## src/sv/fsnp_pkg.sv

```systemverilog
// shared constants, types and helpers for the fat short name parser
// used by the top level and its checker, no dependencies
`default_nettype none

package fsnp_pkg;

  localparam int unsigned NameLen = 11;
  localparam int unsigned BaseLen = 8;

  localparam logic [7:0] SpaceByte = 8'h20;
  localparam logic [7:0] HighByte  = 8'h80;
  localparam logic [7:0] DotByte   = 8'h2e;
  localparam logic [7:0] SlashByte = 8'h2f;
  localparam logic [7:0] NulByte   = 8'h00;
  localparam logic [7:0] LowerA    = 8'h61;
  localparam logic [7:0] LowerZ    = 8'h7a;
  localparam logic [7:0] CaseDelta = 8'h20;

  localparam logic [3:0] BasePos = 4'(BaseLen);
  localparam logic [3:0] NamePos = 4'(NameLen);

  typedef enum logic [1:0] {
    STATUS_SLASH = 2'd0,
    STATUS_FINAL = 2'd1,
    STATUS_BAD   = 2'd2
  } status_e;

  // punctuation that a short name may not hold
  function automatic logic is_bad_char(input logic [7:0] c);
    logic bad;
    unique case (c)
      8'h2b, 8'h2c, 8'h3b, 8'h3d, 8'h5b, 8'h5d, 8'h2a,
      8'h3c, 8'h3a, 8'h3e, 8'h7c, 8'h22, 8'h3f, 8'h5c: bad = 1'b1;
      default: bad = 1'b0;
    endcase
    return bad;
  endfunction

endpackage

`default_nettype wire

```

## src/sv/fat_short_name_parser_unit.sv

```systemverilog
// Path byte stream to 8.3 short name converter.
// Uses fsnp_pkg for constants, status codes and the forbidden character test.
//
// Slave channel s_axis_*: one path byte per transaction, zero ends the path.
// Master channel m_axis_*: one short name per finished component; tdata holds
// the eight base bytes (bits 63:0) and three extension bytes (bits 87:64),
// first character in the top byte of each part; tuser carries the status
// (slash-ended, final component, bad name). Bad names come with zero data.
// Bytes of a path after a bad component are dropped up to its zero byte.
// cfg_we_i/cfg_wdata_i write the strict check flag; write it only while idle.
// A byte accepted into the input register is decoded from there; its result enters
// the output register, or the skid register while the output is held.
// Throughput: one byte per cycle; the input stage, the component state and a
// two-entry output buffer (output register plus skid register) each take one
// transaction a cycle. When the receiver stalls, bytes keep flowing until a
// second result waits in the skid register and the input register holds one
// more byte, then s_axis_tready_o drops.
// Reset clears the name to spaces, leaves skip mode, sets strict checking and
// empties all stages.
`default_nettype none

module fat_short_name_parser_unit
  import fsnp_pkg::*;
(
  input  wire         clk_i,
  input  wire         rst_ni,
  input  wire         cfg_we_i,
  input  wire  [0:0]  cfg_wdata_i,      // strict_check
  input  wire         s_axis_tvalid_i,
  output logic        s_axis_tready_o,
  input  wire  [7:0]  s_axis_tdata_i,   // [7:0] path_char
  output logic        m_axis_tvalid_o,
  input  wire         m_axis_tready_i,
  output logic [87:0] m_axis_tdata_o,   // [63:0] name_main, [87:64] name_ext
  output logic [1:0]  m_axis_tuser_o    // [1:0] status
);

  typedef struct packed {
    logic [63:0] name_main;
    logic [23:0] name_ext;
    status_e     status;
  } result_t;

  logic        strict_q;
  logic        in_valid_q;
  logic [7:0]  in_char_q;
  logic [7:0]  store_q [NameLen];
  logic [7:0]  store_d [NameLen];
  logic [3:0]  pos_q, pos_d;
  logic        ext_q, ext_d;
  logic        skip_q, skip_d;
  logic        advance;
  logic        emit;
  result_t     res;
  result_t     out_q, skid_q;
  logic        out_valid_q, skid_valid_q;
  logic [7:0]  up_char;
  logic [3:0]  limit;

  assign advance         = in_valid_q && !skid_valid_q;
  assign s_axis_tready_o = !in_valid_q || !skid_valid_q;

  assign limit   = ext_q ? NamePos : BasePos;
  assign up_char = (in_char_q >= LowerA && in_char_q <= LowerZ) ?
                   (in_char_q - CaseDelta) : in_char_q;

  always_comb begin
    store_d = store_q;
    pos_d   = pos_q;
    ext_d   = ext_q;
    skip_d  = skip_q;
    emit    = 1'b0;
    res     = '{name_main: '0, name_ext: '0, status: STATUS_BAD};
    for (int k = 0; k < BaseLen; k++) begin
      res.name_main[8*(BaseLen-1-k) +: 8] = store_q[k];
    end
    for (int k = 0; k < NameLen - BaseLen; k++) begin
      res.name_ext[8*(NameLen-BaseLen-1-k) +: 8] = store_q[BaseLen+k];
    end
    if (advance) begin
      priority if (skip_q) begin
        if (in_char_q == NulByte) begin
          skip_d = 1'b0;
        end
      end else if (in_char_q == NulByte && pos_q != '0) begin
        emit       = 1'b1;
        res.status = STATUS_FINAL;
      end else if (in_char_q == SlashByte) begin
        emit       = 1'b1;
        res.status = STATUS_SLASH;
      end else if (in_char_q == NulByte || (in_char_q == DotByte && pos_q == '0)
                   || (in_char_q == DotByte && strict_q && ext_q)) begin
        emit   = 1'b1;
        skip_d = (in_char_q != NulByte);
      end else if (in_char_q == DotByte) begin
        pos_d = BasePos;
        ext_d = 1'b1;
      end else if (pos_q >= limit || (strict_q && (is_bad_char(in_char_q)
                   || in_char_q <= SpaceByte || in_char_q >= HighByte))) begin
        emit   = 1'b1;
        skip_d = 1'b1;
      end else begin
        store_d[pos_q] = up_char;
        pos_d          = pos_q + 4'd1;
      end
      // error results carry an empty name
      if (emit && res.status == STATUS_BAD) begin
        res.name_main = '0;
        res.name_ext  = '0;
      end
      // any result, or the end of a skipped path, starts a fresh component
      if (emit || (skip_q && in_char_q == NulByte)) begin
        for (int k = 0; k < NameLen; k++) begin
          store_d[k] = SpaceByte;
        end
        pos_d = '0;
        ext_d = 1'b0;
      end
    end
  end

  always_ff @(posedge clk_i or negedge rst_ni) begin
    if (!rst_ni) begin
      strict_q     <= 1'b1;
      in_valid_q   <= 1'b0;
      pos_q        <= '0;
      ext_q        <= 1'b0;
      skip_q       <= 1'b0;
      out_valid_q  <= 1'b0;
      skid_valid_q <= 1'b0;
      for (int k = 0; k < NameLen; k++) begin
        store_q[k] <= SpaceByte;
      end
    end else begin
      if (cfg_we_i) begin
        strict_q <= cfg_wdata_i[0];
      end
      if (s_axis_tready_o) begin
        in_valid_q <= s_axis_tvalid_i;
        in_char_q  <= s_axis_tdata_i;
      end
      store_q <= store_d;
      pos_q   <= pos_d;
      ext_q   <= ext_d;
      skip_q  <= skip_d;
      if (out_valid_q && !m_axis_tready_i) begin
        // output held: a new result parks in the skid register
        if (emit) begin
          skid_q       <= res;
          skid_valid_q <= 1'b1;
        end
      end else if (skid_valid_q) begin
        out_q        <= skid_q;
        out_valid_q  <= 1'b1;
        skid_valid_q <= emit;
        if (emit) begin
          skid_q <= res;
        end
      end else begin
        out_q       <= res;
        out_valid_q <= emit;
      end
    end
  end

  assign m_axis_tvalid_o = out_valid_q;
  assign m_axis_tdata_o  = {out_q.name_ext, out_q.name_main};
  assign m_axis_tuser_o  = out_q.status;

endmodule

`default_nettype wire

```

## config.mk

```make
export PLATFORM = sky130hd
export DESIGN_NAME = fat_short_name_parser_unit
export DESIGN_NICKNAME = d
export VERILOG_FILES = /design/src/sv/fsnp_pkg.sv /design/src/sv/fat_short_name_parser_unit.sv
export SDC_FILE = /design/constraint.sdc
export NUM_CORES = 1
export LEC_CHECK = 0
export BUFFER_PORTS_ARGS = -buffer_cell sky130_fd_sc_hd__buf_4
export CAP_MARGIN = 40
export CORE_MARGIN = 8
export CORE_UTILIZATION = 60
export CTS_CLUSTER_SIZE = 8
export DETAILED_ROUTE_END_ITERATION = 6
export PLACE_DENSITY = 0.76
export SLEW_MARGIN = 20
export SYNTH_ARGS = -nofsm -noshare
export SYNTH_HDL_FRONTEND = slang
export SYNTH_SLANG_ARGS = --single-unit
```

## constraint.sdc

```tcl
create_clock -name clk_i -period 7.5 [get_ports clk_i]
set_input_delay 0.375 -clock clk_i [delete_from_list [all_inputs] [get_ports clk_i]]
set_output_delay 0.375 -clock clk_i [all_outputs]
set_load 0.03 [all_outputs]
```

* After elaboration in Yosys (flattened, before gate mapping)
Index checks and enable logic that the tools add are counted.
W data, S select, Z words.
** Operators by class
- Add/sub/neg operators :: 2
- Order comparisons :: 7
- Equality and inequality tests :: 25
- Muxes and demuxes :: 59
- Bitwise gates (word level) :: 2
- Reduce and logical (&&, ||, !) cells :: 34
** Operators with widths (count)
- $mux W88 :: 8
- $mux W90 :: 5
- $eq A8 B6 Y1 const B :: 12
- $bwmux W88 :: 1
- $demux W8 S4 :: 1
- $eq A8 B7 Y1 const B :: 4
- $mux W1 :: 30
- $mux W4 :: 7
- $mux W8 :: 2
- $reduce_or A14 Y1 :: 1
- $ne A2 B1 Y1 const B :: 6
- $reduce_and A6 Y1 :: 2
- $logic_and A1 B1 Y1 :: 11
- $mux W2 :: 5
- $ge A8 B7 Y1 const B :: 1
- $ge A8 B8 Y1 const B :: 1
- $le A8 B6 Y1 const B :: 1
- $le A8 B7 Y1 const B :: 1
- $logic_not A8 Y1 :: 1
- $reduce_bool A8 Y1 :: 1
- $sub A8 B6 Y8 const B :: 1
- $logic_or A1 B1 Y1 :: 7
- $reduce_and A7 Y1 :: 1
- $reduce_and A2 Y1 :: 3
- other kinds (13) :: 16
** Storage, ports and cells
- Bits in registers :: 286
- Input port bits :: 14
- Output and inout port bits :: 92
- Word-level logic and storage cells :: 154

* Longest topological paths before layout
Gate-level depths: netlist of run 1.
- Depth in word-level cells :: 26
- Depth in mapped cells :: 12
- Mapped depth without buffers :: 8

* Worst setup path after synthesis of run 1
Ideal clock, no wire load.
- Kind :: register -> register
- Start point :: register out_valid_q (netlist: m_axis_tvalid_o)
- End point :: register out_q, in the netlist m_axis_tdata_o[0], enable pin
- Library setup time :: 0.550 ns
- Arrival time :: 4.687 ns
- Data required time :: 6.950 ns
- Slack :: 2.263 ns
- Cell stages (with the launch flop) :: 3
- Path buffers :: 0
- Clock period less this slack :: 5.237 ns
- Cells stage by stage :: dfrtp_1 > nor2b_1 > nor2b_1
** On the way
- Cells in the longest elaborated chain, start to end :: 3
** RTL lines
- from (decl) :: line fat_short_name_parser_unit.sv:56 : logic out_valid_q, skid_valid_q;
- from (signal assigned) :: line fat_short_name_parser_unit.sv:161 : out_valid_q <= emit;
- $logic_and A1 B1 Y1 :: line fat_short_name_parser_unit.sv:146 : if (out_valid_q && !m_axis_tready_i) begin
- $not A1 Y1 (no source line)
- $reduce_and A2 Y1 (no source line)
- to (signal assigned) :: line fat_short_name_parser_unit.sv:153 : out_q <= skid_q;
- to (signal assigned) :: line fat_short_name_parser_unit.sv:160 : out_q <= res;
- to (decl) :: line fat_short_name_parser_unit.sv:55 : result_t out_q, skid_q;
Every way passes these cells.
A chain may end at the register's enable or synchronous reset.

==> results of run 1 <==
where the power goes:
group | leakage [uW] | internal [uW] | switching [uW]
logic | 0.00247 | 227 | 408
clock network | 0.000568 | 1040 | 639
registers | 0.00303 | 1890 | 78.2
Yosys cell counts, types with 3 or more instances:
| library cell | n | area (um2) |
|---|---|---|
| edfxtp_1 | 188 | 5650 |
| o21ai_0 | 159 | 796 |
| nand2_1 | 100 | 375 |
| inv_1 | 97 | 364 |
| dfrtp_1 | 86 | 2150 |
| a22o_1 | 70 | 613 |
| clkbuf_1 | 40 | 150 |
| nor2_1 | 19 | 71.3 |
| a21oi_1 | 18 | 90.1 |
| dfstp_2 | 12 | 315 |
| buf_2 | 11 | 55.1 |
| o21ai_1 | 10 | 50.1 |
| ha_1 | 9 | 113 |
| o31ai_1 | 9 | 67.6 |
| o31ai_4 | 9 | 191 |
| o2111ai_1 | 8 | 70.1 |
| o2bb2ai_1 | 8 | 70.1 |
| a22oi_1 | 7 | 52.6 |
| and2_1 | 7 | 43.8 |
| nand2b_1 | 7 | 43.8 |
| nand3_1 | 7 | 35.0 |
| a31oi_1 | 6 | 37.5 |
| nand3b_1 | 6 | 45.0 |
| nor2b_1 | 6 | 37.5 |
| and3_1 | 5 | 31.3 |
| o211a_1 | 4 | 40.0 |
| a211oi_1 | 3 | 22.5 |
| a21oi_2 | 3 | 26.3 |
| buf_4 | 3 | 22.5 |
| buf_6 | 3 | 33.8 |
| clkbuf_2 | 3 | 15.0 |
| o21a_1 | 3 | 22.5 |
| or3_1 | 3 | 18.8 |
kinds of logic (layout without fill, tap and decap cells):
| kind of cell | Yosys count | in the layout | synth area share (%) |
|---|---|---|---|
| AOI/OAI and AO/OA | 338 | 338 | 19.5 |
| buffers and inverters | 159 | 298 | 5.40 |
| muxes | 2 | 2 | 0.184 |
| adders and majority gates | 9 | 9 | 0.922 |
| and+or+nand+nor | 182 | 182 | 7.54 |
| DFF | 286 | 286 | 66.4 |
path summary, 6_finish.rpt:
path | startpoint | end | slack [ps]
max | in_char_q[3] | skid_q[86] | 2870
min reg2reg | store_q[30] | store_q[30] | 500
max reg2reg | in_char_q[3] | skid_q[86] | 2870
max in group asynchronous | rst_ni | store_q[76] | 5980
min in group asynchronous | rst_ni | store_q[62] | 410
min | s_axis_tdata_i[0] | in_char_q[0] | 40
worst max-delay path: cells and delay by family, from the launching register on:
kind | cells | cell delay (ps)
buf+inv | 3 | 1200
flops | 1 | 620
compound gates | 4 | 1580
simple gates | 2 | 790
through the flow:
stage               area (um2)  power (uW)  setup WS (ps)
finish                   14500        4280           2870
global route             14500        4430           2630
CTS                      14400        4290           2700
detailed placement       13200        2610           2700
global placement         13100        2600           2800
floorplan                12200        2400           2260
sequential cells by signal, indices dropped and copies added, names as in the netlist, 2 cells and up:
| name | flops |
|---|---|
| in_char_q | 8 |
| m_axis_tdata_o | 88 |
| m_axis_tuser_o | 2 |
| pos_q | 4 |
| skid_q | 90 |
| store_q | 88 |
metal layers:
layer	track usage, %	up-vias	wire length, um
met5	0	-	0
met4	7.18	0	509
met3	4.59	36	1730
met2	32.7	236	12100
met1	29.3	3777	11700
li1	-	3800	-
layout make-up:
type                            instances  share of cell area, %
Sequential cell                       286                   56.1
Multi-Input combinational cell        531                   23.8
Clock buffer                           73                   7.98
Timing Repair Buffer                  125                   7.02
Inverter                               97                   2.51
Tap cell                              270                   2.33
Clock inverter                          3                  0.259
==> reports/results.tsv, run 1 <==
metric	value	unit
diodes	0	
grt.total_usage	21.1	%
syn-mean-instance-area	12.5	um2
p_per_area	295	nW/um2
cts.sink_count	286	
fp-row-count	52	
dp_hpwl	17000	um
drt-total-wl	26000	um
synth_flop_cell	edfxtp_1	
required	7660	ps
cp-start-kind	flip-flop	
instances_no_fill	1385	
place_congestion	0.940	
core-area	20100	um2
drcViolationCount	0	
synth_edf_count	188	
final_cell_mix	edfxtp_1, o21ai_0, buf_4, nand2_1, inv_1	
hp-class	input port to flip-flop	
async_flop_share	34.3	%
drv_slew	0	
routedWlPerCell	18.8	um
hold_viol_final	0	
mostFrequentLayoutCell	edfxtp_1	
worst_path_largest_cell_delay	620	ps
path_cells	buf_6 > or4_1 > o31a_1 > nand2b_1 > o211a_2 > buf_4 > a21oi_1 > o211a_4 > buf_4	
tritoncts	built	
post-route-period-util	61.7	%
grt_pass1_vias	7587	
rsz0062_at_grt	no	
ff_latch_area	8120	um2
nets	1105	
die-area	25200	um2
vias	7849	
antenna_found_initial	0	
multi_input_area	3450	um2
grt_max_degree	96	
yosys_warnings	0	
cp_max_fo	86	
h-tree-depth	2	
hold_path_depth	1	
yosysSeqAreaShare	66.4	%
tightest_slew	802	ps
syn_area	12200	um2
cts_hold_buf	1	
cp_common_cell	buf_4	
layout_min_cycle_time	4630	ps
dr.first_iter.drc_count	602	
portBuffers	105	
die_height	159	um
clk_latency	530	ps
fin_worst_skew	13.8	ps
setup_violations	0	
tns	0	ps
cts_setup_buffers	0	
die_w	159	um
post-place-cells	1301	
syn_nets	999	
grt_pass1_wl	41200	um
ir_drop	244	uV
io_pins	106	
ys_types	67	
gr-total-overflow	0	
postLayoutCoreUtil	72.0	%
drv_cap	0	
whs	36.9	ps
path_clk_slew	50	ps
post_cts_resized	0	
slew_headroom	46.5	%
p_leak	0.00607	uW
final_antenna_net_count	0	
outcome	completed	
drive_gt1_share	19.8	%
cts_root_buf	clkbuf_16	
area_growth	18.6	%
slowest_stage	edfxtp_1	
numCtsBuffers	41	
initial_core_util	60.7	%
end_kind	flip-flop	
drtPass1Iterations	5	
ys_ff_latch	286	
routed_via_density	5.67	
fill_cells	1378	
reg2regPathDepth	9	
arrival	4790	ps
synthCells	976	
cts_max_path_buffers	3	
worstSetupPathType	flip-flop to flip-flop	
fmax	216	MHz
(Power assumes the default switching activity.)
==> run 2, diff against run 1 <==
--- a/config.mk
+++ b/config.mk
@@ -8,10 +8,10 @@
 export BUFFER_PORTS_ARGS = -buffer_cell sky130_fd_sc_hd__buf_4
 export CAP_MARGIN = 40
 export CORE_MARGIN = 8
-export CORE_UTILIZATION = 60
+export CORE_UTILIZATION = 54
 export CTS_CLUSTER_SIZE = 8
 export DETAILED_ROUTE_END_ITERATION = 6
-export PLACE_DENSITY = 0.76
+export PLACE_DENSITY = 0.72
 export SLEW_MARGIN = 20
 export SYNTH_ARGS = -nofsm -noshare
 export SYNTH_HDL_FRONTEND = slang
==> constraint.sdc (replaced) <==
create_clock -name clk_i -period 3.85 [get_ports clk_i]
set_input_delay 0.1925 -clock clk_i [delete_from_list [all_inputs] [get_ports clk_i]]
set_output_delay 0.1925 -clock clk_i [all_outputs]
set_load 0.03 [all_outputs]
==> run 2 against run 1 <==
  * The flow now finishes with violations (design-rule violations)
  * Sequential power rose by 95%
  * Clock power increased by 99%
  * Clock skew rose by 12 ps
  * Count of clock-buffer cells in the layout grew 1
  * Fmax is 41% higher
  * Design area is 1.6% higher
  * Utilization is 6.4 points lower
  * Combinational power increased by 98%
==> reports/results.tsv, run 2 (synthesized netlist as in run 1, its figures left out) <==
metric	value	unit
outcome	complete, but fails checks	
violations	design-rule violations	
post-route-period-util	85.2	%
drv_slew	0	
worst_path_largest_cell_delay	580	ps
hold_viol_final	0	
rsz0062_at_grt	no	
die_height	166	um
drv_cap	0	
setup_violations	0	
clkPwrFrac	39.6	%
routed_via_density	5.68	
grt_max_degree	93	
area_growth	20.5	%
path_clk_slew	50	ps
diodes	0	
grt.total_usage	20.4	%
numCtsBuffers	41	
fill_cells	1705	
cts_setup_buffers	0	
ir_drop	342	uV
core-area	22400	um2
io_pins	106	
layout_min_cycle_time	3280	ps
postLayoutCoreUtil	65.6	%
vias	8076	
cts_root_buf	clkbuf_16	
initial_core_util	54.4	%
place_congestion	0.893	
dp_hpwl	18300	um
path_cells	inv_1 > ha_1 > inv_1 > o31a_1 > nand2b_1 > buf_4 > o211ai_4 > buf_8 > nor3_2 > a22oi_1	
cp_max_fo	11	
largest_reg_flops	90	
drive_gt1_share	20.4	%
grt_pass1_wl	45500	um
cp-start-kind	flip-flop	
grtUsageMet2	33.1	%
cts.sink_count	286	
final_cell_mix	edfxtp_1, o21ai_0, buf_4, nand2_1, inv_1	
slowest_stage	edfxtp_1	
cp_common_cell	inv_1	
tightest_slew	754	ps
tns	0	ps
top_register	skid_q	
slew_headroom	49.6	%
nets	1127	
crit_family	compound AO/OA/AOI/OAI gates	
h-tree-depth	2	
die-area	27700	um2
ff_latch_area	8120	um2
tritoncts	built	
required	4250	ps
cts_max_path_buffers	3	
multi_input_area	3450	um2
p_seq_share	45.4	%
power.share.combinational	14.9	%
fp-row-count	55	
portBuffers	105	
grtUsageMet1	27.2	%
grt_pass1_vias	8219	
power	8440	uW
p_leak	0.00618	uW
post-place-cells	1333	
fmax	305	MHz
dr.first_iter.drc_count	519	
clk_latency	540	ps
grtUsageMet3	4.40	%
p_sw	2250	uW
fin_worst_skew	26.1	ps
instances_no_fill	1422	
hp-class	input port to flip-flop	
end_kind	flip-flop	
final_antenna_net_count	0	
crit_buf_inv	4	
drt-total-wl	28100	um
antenna_found_initial	0	
power_report.internal_total	6190	uW
worstSetupPathType	flip-flop to flip-flop	
gr-total-overflow	0	
die_w	166	um
drcViolationCount	4	
arrival	3680	ps
p_per_area	573	nW/um2
routedWlPerCell	19.8	um
swShare	26.6	%
drtPass1Iterations	7	
mostFrequentLayoutCell	edfxtp_1	
top_usage_layer	met2	
## run 2: worst paths after layout
kind	slack, ps	start	depth (start not counted)	to
max in group asynchronous	2300	rst_ni	4	skid_valid_q
hold reg to reg	500	store_q[20]	1	store_q[20]
setup reg to reg	570	in_char_q[6]	10	store_q[37]
setup / recovery	570	in_char_q[6]	10	store_q[37]
hold / removal	80	m_axis_tready_i	3	skid_valid_q
min in group asynchronous	360	rst_ni	3	store_q[58]
## run 2: worst reg2reg max path, stage by stage, from the launching register on
cell      delay, ps
edfxtp_1        580
inv_1           220
ha_1            230
inv_1            50
o31a_1          480
nand2b_1        210
buf_4           180
o211ai_4        190
buf_8           230
nor3_2          580
a22oi_1         210
## run 2: cell type report
| class | instances | share of cell area (%) |
|---|---|---|
| Sequential cell | 286 | 55.1 |
| Multi-Input combinational cell | 531 | 23.5 |
| Timing Repair Buffer | 147 | 8.23 |
| Clock buffer | 74 | 8.03 |
| Inverter | 97 | 2.47 |
| Tap cell | 285 | 2.42 |
| Clock inverter | 2 | 0.247 |
## run 2: timing repair
action	in CTS	in global routing
resized for setup	0	0
hold buffers	12	0
endpoints found under the hold margin	53	0
setup endpoints to repair	0	0
## run 2: through the flow
stage / cell area [um2] / hold slack, ps / setup slack, ps
2_1_floorplan: 12200 / -103 / 365
3_3_place_gp: 13300 / 360 / 726
3_5_place_dp: 13400 / 358 / 652
4_1_cts: 14700 / 70.3 / 631
5_1_grt: 14700 / 79.3 / 383
6_report: 14700 / 80.2 / 568
## run 2: layer usage
metal	up-vias	routed length (um)
met2	226	13300
met4	0	612
met3	44	1590
li1	3829	-
met5	-	0
met1	3977	12600
## run 2: power by group through the flow
stage                     logic, uW  clock network (uW)  registers (uW)
after detailed placement       1240                   0            3880
after global placement         1220                   0            3880
after floorplan                 620                   0            4050
after CTS                      1260                3390            3830
after global routing           1380                3530            3860
final                          1260                3340            3830
